==> config.mk <==
export PLATFORM = sky130hd
export DESIGN_NAME = iirl_cell
export DESIGN_NICKNAME = d
export VERILOG_FILES = /design/src/hdl/iirl_pkg.sv /design/src/hdl/iirl_cell.sv
export SDC_FILE = /design/constraint.sdc
export NUM_CORES = 1
export LEC_CHECK = 0
export BUFFER_PORTS_ARGS = -buffer_cell sky130_fd_sc_hd__buf_2
export CAP_MARGIN = 20
export CORE_AREA = 2 2 93 95
export CTS_BUF_LIST = sky130_fd_sc_hd__clkbuf_16
export DETAILED_ROUTE_END_ITERATION = 8
export DIE_AREA = 0 0 95 97
export PLACE_DENSITY = 0.76
export SYNTH_ARGS = -nofsm -noshare
export SYNTH_HDL_FRONTEND = slang
export SYNTH_SLANG_ARGS = --single-unit
==> constraint.sdc <==
create_clock -name clk -period 3.6 [get_ports clk]
set_clock_uncertainty 0.1 [all_clocks]
set_input_delay 0.36 -clock clk [delete_from_list [all_inputs] [get_ports clk]]
set_output_delay 0.36 -clock clk [all_outputs]
set_load 0.02 [all_outputs]
==> src/hdl/iirl_pkg.sv <==
package iirl_pkg;

	localparam int CAPACITY = 64;
	localparam int DATA_WIDTH = 32;
	localparam int POS_W = 6;
	localparam int CNT_W = 7;
	localparam int VAL_W = 32;
	localparam int GROUP = 8;
	localparam int NGRP = (CAPACITY + GROUP - 1) / GROUP;

	localparam logic [1:0] REQ_GET = 2'd0;
	localparam logic [1:0] REQ_SET = 2'd1;
	localparam logic [1:0] REQ_INSERT = 2'd2;
	localparam logic [1:0] REQ_REMOVE = 2'd3;

	localparam logic [1:0] ST_OK = 2'd0;
	localparam logic [1:0] ST_BAD_INDEX = 2'd1;
	localparam logic [1:0] ST_FULL = 2'd2;

	typedef struct packed {
		logic [1:0]       req_type;
		logic [POS_W-1:0] position;
		logic [VAL_W-1:0] item_value;
	} req_t;

	typedef struct packed {
		logic [VAL_W-1:0] read_value;
		logic [1:0]       status;
		logic [CNT_W-1:0] entry_count;
	} rsp_t;

	typedef struct packed {
		logic                  rd_en;
		logic                  set_en;
		logic                  ins_en;
		logic                  rem_en;
		logic [POS_W-1:0]      pos;
		logic [DATA_WIDTH-1:0] value;
	} cell_cmd_t;

endpackage

==> src/hdl/iirl_cell.sv <==
module iirl_cell
	import iirl_pkg::*;
(
	input  logic                  clk,
	input  logic [POS_W-1:0]      idx,
	input  cell_cmd_t             cmd,
	input  logic [DATA_WIDTH-1:0] left,
	input  logic [DATA_WIDTH-1:0] right,
	output logic [DATA_WIDTH-1:0] data,
	output logic [DATA_WIDTH-1:0] rd_s1
);

	logic [DATA_WIDTH-1:0] data_q;
	logic                  here;
	logic                  above;

	assign here  = (idx == cmd.pos);
	assign above = (idx > cmd.pos);
	assign data  = data_q;

	always_ff @(posedge clk) begin
		if (cmd.set_en && here) begin
			data_q <= cmd.value;
		end else if (cmd.ins_en && above) begin
			data_q <= left;
		end else if (cmd.ins_en && here) begin
			data_q <= cmd.value;
		end else if (cmd.rem_en && (here || above)) begin
			data_q <= right;
		end
		if (cmd.rd_en) begin
			rd_s1 <= here ? data_q : '0;
		end
	end

endmodule

==> results of run 1 <==
[metrics by stage]
| stage | hold slack [ns] | utilization [%] | cells |
|---|---|---|---|
| after CTS | 0.303 | 55.9 | 557 |
| after detailed placement | 0.459 | 52.4 | 541 |
| after global placement | 0.456 | 52.4 | 541 |
| final | 0.316 | 55.9 | 557 |
| after global routing | 0.312 | 55.9 | 557 |
| after floorplan | 0.372 | - | 272 |
[final timing paths]
kind | startpoint | endpoint | slack, ns | cells after the start
worst max register to register | data[15] | rd_s1[15] | 2.68 | 1
worst min-delay path | left[22] | data[22] | 0.32 | 3
worst max-delay path | cmd[37] | data[0] | 1.39 | 8
worst min register to register | data[6] | rd_s1[6] | 0.47 | 1
[cell type report]
type / instances / share of cell area, %
Sequential cell: 64 / 42.3
Multi-Input combinational cell: 120 / 22.6
Timing Repair Buffer: 181 / 20.2
Inverter: 71 / 5.86
Clock buffer: 9 / 4.95
Tap cell: 105 / 2.89
Clock inverter: 7 / 1.24
[kinds of logic (layout without fill, tap and decap cells)]
group / after synthesis / in the layout
AOI/OAI and AO/OA: 43 / 43
DFF: 64 / 64
buffers and inverters: 88 / 268
and+or+nand+nor: 71 / 71
adders and majority gates: 6 / 6
[cell usage in the layout, fill, tap and decap left out]
cell type,instances
sky130_fd_sc_hd__a21o_1,1
sky130_fd_sc_hd__o21ai_2,1
sky130_fd_sc_hd__a21oi_1,1
sky130_fd_sc_hd__a2bb2oi_4,1
sky130_fd_sc_hd__clkinv_2,3
sky130_fd_sc_hd__and4_1,1
sky130_fd_sc_hd__and3_1,32
sky130_fd_sc_hd__nor2b_1,1
sky130_fd_sc_hd__a31oi_2,1
sky130_fd_sc_hd__ha_1,6
sky130_fd_sc_hd__a221oi_1,2
sky130_fd_sc_hd__and2_1,1
sky130_fd_sc_hd__a21boi_1,1
sky130_fd_sc_hd__buf_4,5
sky130_fd_sc_hd__nand4_1,1
sky130_fd_sc_hd__nor2_1,32
sky130_fd_sc_hd__inv_1,74
sky130_fd_sc_hd__bufinv_16,1
sky130_fd_sc_hd__buf_2,176
sky130_fd_sc_hd__o21ai_0,2
sky130_fd_sc_hd__edfxtp_1,64
sky130_fd_sc_hd__o211ai_1,1
sky130_fd_sc_hd__clkbuf_16,9
sky130_fd_sc_hd__a221oi_2,30
sky130_fd_sc_hd__nand3_1,1
sky130_fd_sc_hd__a31oi_4,1
sky130_fd_sc_hd__nand2_1,2
sky130_fd_sc_hd__a31o_4,1
[sequential cells by signal (all words and copies together) (netlist names)]
| register | count |
|---|---|
| data | 32 |
| rd_s1 | 32 |
[where the power goes]
part	total, uW	leakage, uW	internal (uW)	switching, uW
Combinational	418	0.00158	159	258
Clock	790	0.000153	522	267
Sequential	949	0.000650	916	33.7
[metal layers]
| layer | GRT usage, % | routed length (um) |
|---|---|---|
| met2 | 32.1 | 4190 |
| met4 | 7.25 | 124 |
| met5 | 0 | 0 |
| met3 | 3.43 | 521 |
| met1 | 18.6 | 3060 |
==> metrics.txt, run 1 <==
# TYPE chip_impl_metric gauge
chip_impl_info{name="status",value="finished, final reports clean"} 1
chip_impl_metric{name="postPlaceCellArea",unit="um^2"} 4270
chip_impl_metric{name="insertedDiodeCount",unit=""} 0
chip_impl_metric{name="yosys.cell_types.count",unit=""} 27
chip_impl_metric{name="die_area",unit="um^2"} 9220
chip_impl_metric{name="nNetsFinal",unit=""} 566
chip_impl_metric{name="critical_path_peak_fanout",unit=""} 32
chip_impl_metric{name="fp.coreArea",unit="um^2"} 8130
chip_impl_metric{name="leakage",unit="uW"} 0.00238
chip_impl_metric{name="yosysWarningCount",unit=""} 0
chip_impl_metric{name="die_width",unit="um"} 95
chip_impl_info{name="tritoncts_clock_tree",value="built"} 1
chip_impl_metric{name="netlist_area",unit="um^2"} 3300
chip_impl_metric{name="detailedRoute.firstPassIterationCount",unit=""} 4
chip_impl_metric{name="yosysSeqAreaShare",unit="%"} 58.2
chip_impl_metric{name="fmax",unit="GHz"} 0.452
chip_impl_info{name="cell_with_the_most_instances_after_synthesis",value="sky130_fd_sc_hd__inv_1"} 1
chip_impl_metric{name="critPathRequiredTime",unit="ns"} 3.52
chip_impl_info{name="synth_top_cells_by_count",value="sky130_fd_sc_hd__inv_1 (71), sky130_fd_sc_hd__edfxtp_1 (64), sky130_fd_sc_hd__and3_1 (32), sky130_fd_sc_hd__nor2_1 (32), sky130_fd_sc_hd__a221oi_2 (30)"} 1
chip_impl_metric{name="boundaryPins",unit=""} 177
chip_impl_info{name="worst_setup_path_start_kind",value="input pin"} 1
chip_impl_info{name="yosys_most_used_dff",value="sky130_fd_sc_hd__edfxtp_1"} 1
chip_impl_metric{name="final_layout_setup_total_negative_slack",unit="ns"} 0
chip_impl_metric{name="ys_seq_elements",unit=""} 64
chip_impl_metric{name="cts_resizes",unit=""} 0
chip_impl_metric{name="cts_setup_buffers",unit=""} 0
chip_impl_metric{name="drt.antenna.violating_nets",unit=""} 0
chip_impl_metric{name="cts-buffers-inserted",unit=""} 9
chip_impl_info{name="path_cells",value="buf_2 -> inv_1 -> ha_1 -> and4_1 -> o21ai_2 -> a31oi_4 -> buf_4 -> a221oi_1"} 1
chip_impl_metric{name="detail_route.vias_per_cell",unit=""} 4.74
chip_impl_metric{name="hpwl",unit="mm"} 5.93
chip_impl_metric{name="postLayoutSetupSlackWorst",unit="ns"} 1.39
chip_impl_metric{name="vdd_drop_max",unit="mV"} 0.181
chip_impl_info{name="ctsRootBufferMaster",value="sky130_fd_sc_hd__clkbuf_16"} 1
chip_impl_metric{name="num-fill-cells",unit=""} 712
chip_impl_metric{name="gr-total-overflow",unit=""} 0
chip_impl_metric{name="final_wirelength",unit="mm"} 7.89
chip_impl_info{name="critical_path.slowest_cell",value="sky130_fd_sc_hd__buf_4"} 1
chip_impl_metric{name="final_min_period_over_clock_period",unit="%"} 61.4
chip_impl_metric{name="route.vias.total",unit=""} 2641
chip_impl_info{name="dominant_combinational_cell_family_by_area_after_synthesis",value="compound AO/OA/AOI/OAI gates"} 1
chip_impl_metric{name="initial_utilization",unit="%"} 40.6
chip_impl_metric{name="total_power",unit="uW"} 2160
chip_impl_metric{name="fp.dieH",unit="um"} 97
chip_impl_metric{name="detail_route.iter0.violations",unit=""} 59
chip_impl_metric{name="globalRouteTotalUtil",unit="%"} 17.3
chip_impl_metric{name="cts_num_sinks",unit=""} 64
chip_impl_metric{name="synth_adder_area_share",unit="%"} 2.27
chip_impl_metric{name="relSlewSlack",unit="%"} 52.0
chip_impl_info{name="worst_hold_path_type",value="input pin to register"} 1
chip_impl_metric{name="placement.io_buffers",unit=""} 176
chip_impl_metric{name="drcViolationCount",unit=""} 0
chip_impl_metric{name="setup_viol_count_final",unit=""} 0
chip_impl_metric{name="register_area",unit="um^2"} 1920
chip_impl_metric{name="post_cts_hold_buffer_count",unit=""} 0
chip_impl_metric{name="post_synth_and_or_nand_nor_area_fraction",unit="%"} 10.9
chip_impl_metric{name="post_synth_inst_count",unit=""} 272
chip_impl_metric{name="timing_hold_violations_final",unit=""} 0
chip_impl_metric{name="layout.cell_area.non_filler",unit="um^2"} 4550
chip_impl_metric{name="synth.mux.area_fraction",unit="%"} 0
chip_impl_info{name="setup_repair_after_global_routing_missed_its_margin",value="no"} 1
chip_impl_metric{name="global_placer_s_final_weighted_congestion",unit=""} 0.795
chip_impl_metric{name="yosys.area_share.xor_xnor",unit="%"} 0
chip_impl_metric{name="min_period",unit="ns"} 2.21
chip_impl_metric{name="multiInputGateArea",unit="um^2"} 1030
chip_impl_metric{name="post_route_cells_drive_above_1_share",unit="%"} 50.7
chip_impl_metric{name="slew_violations",unit=""} 0
chip_impl_metric{name="synth_fp_nets",unit=""} 391
chip_impl_metric{name="synth-edff-count",unit=""} 64
chip_impl_metric{name="htree_num_levels",unit=""} 3
chip_impl_metric{name="rows",unit=""} 33
chip_impl_info{name="cp-end-kind",value="register"} 1
chip_impl_metric{name="area.growth.synth_to_final",unit="%"} 37.6
chip_impl_info{name="synth_largest_area_cell",value="sky130_fd_sc_hd__edfxtp_1"} 1
chip_impl_metric{name="clk_path_buf_depth",unit=""} 2
chip_impl_info{name="timing_worst_setup_path_type",value="input pin to register"} 1
chip_impl_metric{name="synth-compound-area-share",unit="%"} 17.4
chip_impl_metric{name="grt_antenna_before_repair",unit=""} 0
chip_impl_metric{name="routed_len_inst",unit="um"} 14.2
chip_impl_metric{name="max-cap-violations",unit=""} 0
chip_impl_metric{name="worstMarginPinSlew",unit="ns"} 0.720
chip_impl_metric{name="synth_top_area_share",unit="%"} 58.2
chip_impl_metric{name="wire_length_of_the_first_global_routing_pass",unit="mm"} 12.4
chip_impl_metric{name="dp_slack",unit="ns"} 1.05
chip_impl_metric{name="grt_max_degree",unit=""} 35
chip_impl_metric{name="post_synth.cell_area_avg",unit="um^2"} 12.1
chip_impl_metric{name="power_density",unit="nW/um^2"} 474
chip_impl_metric{name="clk_transition_reported_paths",unit="ns"} 0.05
chip_impl_metric{name="timing.critical_path.buf_inv",unit=""} 3
chip_impl_metric{name="ys_async_sr_fraction",unit="%"} 0
chip_impl_metric{name="clkLatencyLatePin",unit="ns"} 0.31
chip_impl_metric{name="worstPathArrival",unit="ns"} 2.13
chip_impl_metric{name="grt_pass1_vias",unit=""} 2735
chip_impl_info{name="synth_top_cells_by_area",value="sky130_fd_sc_hd__edfxtp_1 (58%), sky130_fd_sc_hd__a221oi_2 (14%), sky130_fd_sc_hd__inv_1 (8.1%)"} 1
chip_impl_metric{name="timing.critical_path.slowest_cell_delay",unit="ns"} 0.50
chip_impl_info{name="critical_path.top_delay_family",value="buffers and inverters"} 1
(Power assumes the default switching activity.)
==> run 2: changes to the inputs <==
--- a/config.mk
+++ b/config.mk
@@ -7,11 +7,11 @@
 export LEC_CHECK = 0
 export BUFFER_PORTS_ARGS = -buffer_cell sky130_fd_sc_hd__buf_2
 export CAP_MARGIN = 20
-export CORE_AREA = 2 2 93 95
+export CORE_AREA = 2 2 89 91
 export CTS_BUF_LIST = sky130_fd_sc_hd__clkbuf_16
 export DETAILED_ROUTE_END_ITERATION = 8
-export DIE_AREA = 0 0 95 97
-export PLACE_DENSITY = 0.76
+export DIE_AREA = 0 0 91 93
+export PLACE_DENSITY = 0.79
 export SYNTH_ARGS = -nofsm -noshare
 export SYNTH_HDL_FRONTEND = slang
 export SYNTH_SLANG_ARGS = --single-unit
==> constraint.sdc (replaced) <==
create_clock -name clk -period 2.3 [get_ports clk]
set_clock_uncertainty 0.1 [all_clocks]
set_input_delay 0.23 -clock clk [delete_from_list [all_inputs] [get_ports clk]]
set_output_delay 0.23 -clock clk [all_outputs]
set_load 0.02 [all_outputs]
==> metrics.txt, run 2 (same netlist as run 1, synthesis figures left out) <==
# TYPE chip_impl_metric gauge
chip_impl_info{name="status",value="finished, final reports clean"} 1
chip_impl_metric{name="cts_setup_buffers",unit=""} 0
chip_impl_metric{name="post_cts_hold_buffer_count",unit=""} 0
chip_impl_metric{name="final_layout_setup_total_negative_slack",unit="ns"} 0
chip_impl_info{name="critical_path.reg2reg.startpoint",value="data[11]"} 1
chip_impl_metric{name="final_min_period_over_clock_period",unit="%"} 81.7
chip_impl_metric{name="cts-buffers-inserted",unit=""} 9
chip_impl_metric{name="grt_antenna_before_repair",unit=""} 0
chip_impl_metric{name="placement.io_buffers",unit=""} 176
chip_impl_metric{name="rows",unit=""} 32
chip_impl_metric{name="cts_num_sinks",unit=""} 64
chip_impl_metric{name="postLayoutSetupSlackWorst",unit="ns"} 0.421
chip_impl_metric{name="boundaryPins",unit=""} 177
chip_impl_metric{name="initial_utilization",unit="%"} 43.9
chip_impl_metric{name="worstMarginPinSlew",unit="ns"} 0.709
chip_impl_metric{name="grt_max_degree",unit=""} 33
chip_impl_metric{name="post_route_cells_drive_above_1_share",unit="%"} 51.6
chip_impl_metric{name="leakage",unit="uW"} 0.00241
chip_impl_metric{name="area.growth.synth_to_final",unit="%"} 39.7
chip_impl_metric{name="worstPathArrival",unit="ns"} 1.91
chip_impl_info{name="worst_setup_path_start_kind",value="input pin"} 1
chip_impl_metric{name="power_density",unit="nW/um^2"} 730
chip_impl_info{name="ctsRootBufferMaster",value="sky130_fd_sc_hd__clkbuf_16"} 1
chip_impl_metric{name="fmax",unit="GHz"} 0.532
chip_impl_metric{name="fp.dieH",unit="um"} 93
chip_impl_metric{name="clk_path_buf_depth",unit=""} 2
chip_impl_metric{name="nNetsFinal",unit=""} 573
chip_impl_metric{name="global_placer_s_final_weighted_congestion",unit=""} 0.822
chip_impl_metric{name="clkLatencyLatePin",unit="ns"} 0.32
chip_impl_info{name="cp-end-kind",value="register"} 1
chip_impl_metric{name="clock_power_share",unit="%"} 35.4
chip_impl_metric{name="htree_num_levels",unit=""} 3
chip_impl_metric{name="p_sw_share",unit="%"} 28.0
chip_impl_metric{name="wire_length_of_the_first_global_routing_pass",unit="mm"} 12.9
chip_impl_metric{name="insertedDiodeCount",unit=""} 0
chip_impl_metric{name="clk_transition_reported_paths",unit="ns"} 0.06
chip_impl_metric{name="power_frac_comb",unit="%"} 20.4
chip_impl_metric{name="timing.hold.worst_path_depth",unit=""} 3
chip_impl_metric{name="cts_resizes",unit=""} 0
chip_impl_metric{name="detail_route.iter0.violations",unit=""} 79
chip_impl_metric{name="route.vias.total",unit=""} 2705
chip_impl_metric{name="die_width",unit="um"} 91
chip_impl_info{name="min_from",value="left[9]"} 1
chip_impl_metric{name="min_period",unit="ns"} 1.88
chip_impl_metric{name="max-cap-violations",unit=""} 0
chip_impl_metric{name="slew_violations",unit=""} 0
chip_impl_metric{name="timing_hold_violations_final",unit=""} 0
chip_impl_info{name="timing_worst_setup_path_type",value="input pin to register"} 1
chip_impl_metric{name="relSlewSlack",unit="%"} 52.7
chip_impl_info{name="layout.cells.most_common",value="sky130_fd_sc_hd__buf_2"} 1
chip_impl_metric{name="critPathRequiredTime",unit="ns"} 2.33
chip_impl_info{name="hold_end",value="data[9]"} 1
chip_impl_metric{name="postPlaceCellArea",unit="um^2"} 4350
chip_impl_metric{name="dp_cells",unit=""} 545
chip_impl_info{name="most-common-layout-cells",value="sky130_fd_sc_hd__buf_2 (176), sky130_fd_sc_hd__inv_1 (71), sky130_fd_sc_hd__edfxtp_1 (64)"} 1
chip_impl_metric{name="routed_len_inst",unit="um"} 14.9
chip_impl_metric{name="gr-total-overflow",unit=""} 0
chip_impl_metric{name="detailedRoute.firstPassIterationCount",unit=""} 6
chip_impl_info{name="setup_repair_after_global_routing_missed_its_margin",value="no"} 1
chip_impl_metric{name="dp_slack",unit="ns"} 0.0996
chip_impl_metric{name="detail_route.vias_per_cell",unit=""} 4.82
chip_impl_info{name="tritoncts_clock_tree",value="built"} 1
chip_impl_metric{name="finalCoreUtilization",unit="%"} 61.3
chip_impl_metric{name="layout.cell_area.non_filler",unit="um^2"} 4620
chip_impl_metric{name="setup_viol_count_final",unit=""} 0
chip_impl_metric{name="layoutNonFillerInstCount",unit=""} 561
chip_impl_metric{name="fp.coreArea",unit="um^2"} 7530
chip_impl_metric{name="vdd_drop_max",unit="mV"} 0.388
chip_impl_metric{name="drcViolationCount",unit=""} 0
chip_impl_metric{name="r2r_setup_slk",unit="ns"} 1.37
chip_impl_info{name="reg2reg_to",value="rd_s1[11]"} 1
chip_impl_metric{name="die_area",unit="um^2"} 8460
chip_impl_info{name="worst_hold_path_type",value="input pin to register"} 1
chip_impl_metric{name="part_of_the_power_in_registers",unit="%"} 44.2
chip_impl_metric{name="total_switching_power",unit="uW"} 942
chip_impl_metric{name="reg2reg_depth",unit=""} 1
chip_impl_metric{name="hpwl",unit="mm"} 6.44
chip_impl_metric{name="final_wirelength",unit="mm"} 8.35
chip_impl_metric{name="grt_pass1_vias",unit=""} 2727
chip_impl_metric{name="globalRouteTotalUtil",unit="%"} 19.7
chip_impl_metric{name="drt.antenna.violating_nets",unit=""} 0
chip_impl_metric{name="critical_path_peak_fanout",unit=""} 32
chip_impl_metric{name="p_int",unit="uW"} 2430
## run 2: cell types whose count changed in the layout (fill, tap and decap cells not counted), sizes merged
cell      change
buf           +7
bufinv        -1
clkinv        +3
clkinvlp      +1
inv           -3
## run 2: per-layer routing
layer | vias up | wire [um] | global-route usage (%)
met1 | 1253 | 3220 | 22.1
met4 | 0 | 112 | 6.57
met2 | 120 | 4350 | 35.4
met5 | - | 0 | 0
met3 | 10 | 672 | 6.45
li1 | 1322 | - | -
## run 2: stage by stage
step           total power (uW)  hold slack [ns]
4_1_cts                    3410            0.164
6_report                   3370            0.171
2_1_floorplan              1900            0.242
3_3_place_gp               2190            0.455
3_5_place_dp               2210            0.451
5_1_grt                    3510            0.172
## run 2: how the worst max path moves through the flow
| stage | startpoint | endpoint | slack, ns | depth (start not counted) |
|---|---|---|---|---|
| 2_1_floorplan | cmd[37] | data[0] | 0.17 | 7 |
| 3_3_place_gp | idx[5] | data[7] | 0.17 | 8 |
| 3_5_place_dp | idx[2] | data[0] | 0.1 | 8 |
| 4_1_cts | idx[2] | data[0] | 0.44 | 8 |
| 5_1_grt | cmd[34] | data[0] | 0.24 | 9 |
| 6_report | idx[2] | data[0] | 0.42 | 8 |
## run 2: power by group through the flow
stage | sequential, uW | clock (uW) | combinational [uW]
6_report | 1490 | 1190 | 687
5_1_grt | 1500 | 1270 | 741
4_1_cts | 1490 | 1220 | 697
3_3_place_gp | 1510 | 0 | 679
3_5_place_dp | 1510 | 0 | 696
2_1_floorplan | 1650 | 0 | 251
## run 2: cell type report
cell class                      count  area [um^2]
Fill cell                         641         2910
Sequential cell                    64         1920
Multi-Input combinational cell    120         1030
Timing Repair Buffer              188         1010
Inverter                           71          267
Clock buffer                        9          225
Tap cell                          102          128
Clock inverter                      7         38.8
## run 2: critical path, stage by stage
cell and delay (ns):
sky130_fd_sc_hd__buf_2 0.11, sky130_fd_sc_hd__ha_1 0.31, sky130_fd_sc_hd__and4_1 0.28, sky130_fd_sc_hd__buf_4 0.21, sky130_fd_sc_hd__o211ai_1 0.10, sky130_fd_sc_hd__buf_4 0.35
sky130_fd_sc_hd__nor2_1 0.08, sky130_fd_sc_hd__a221oi_1 0.22
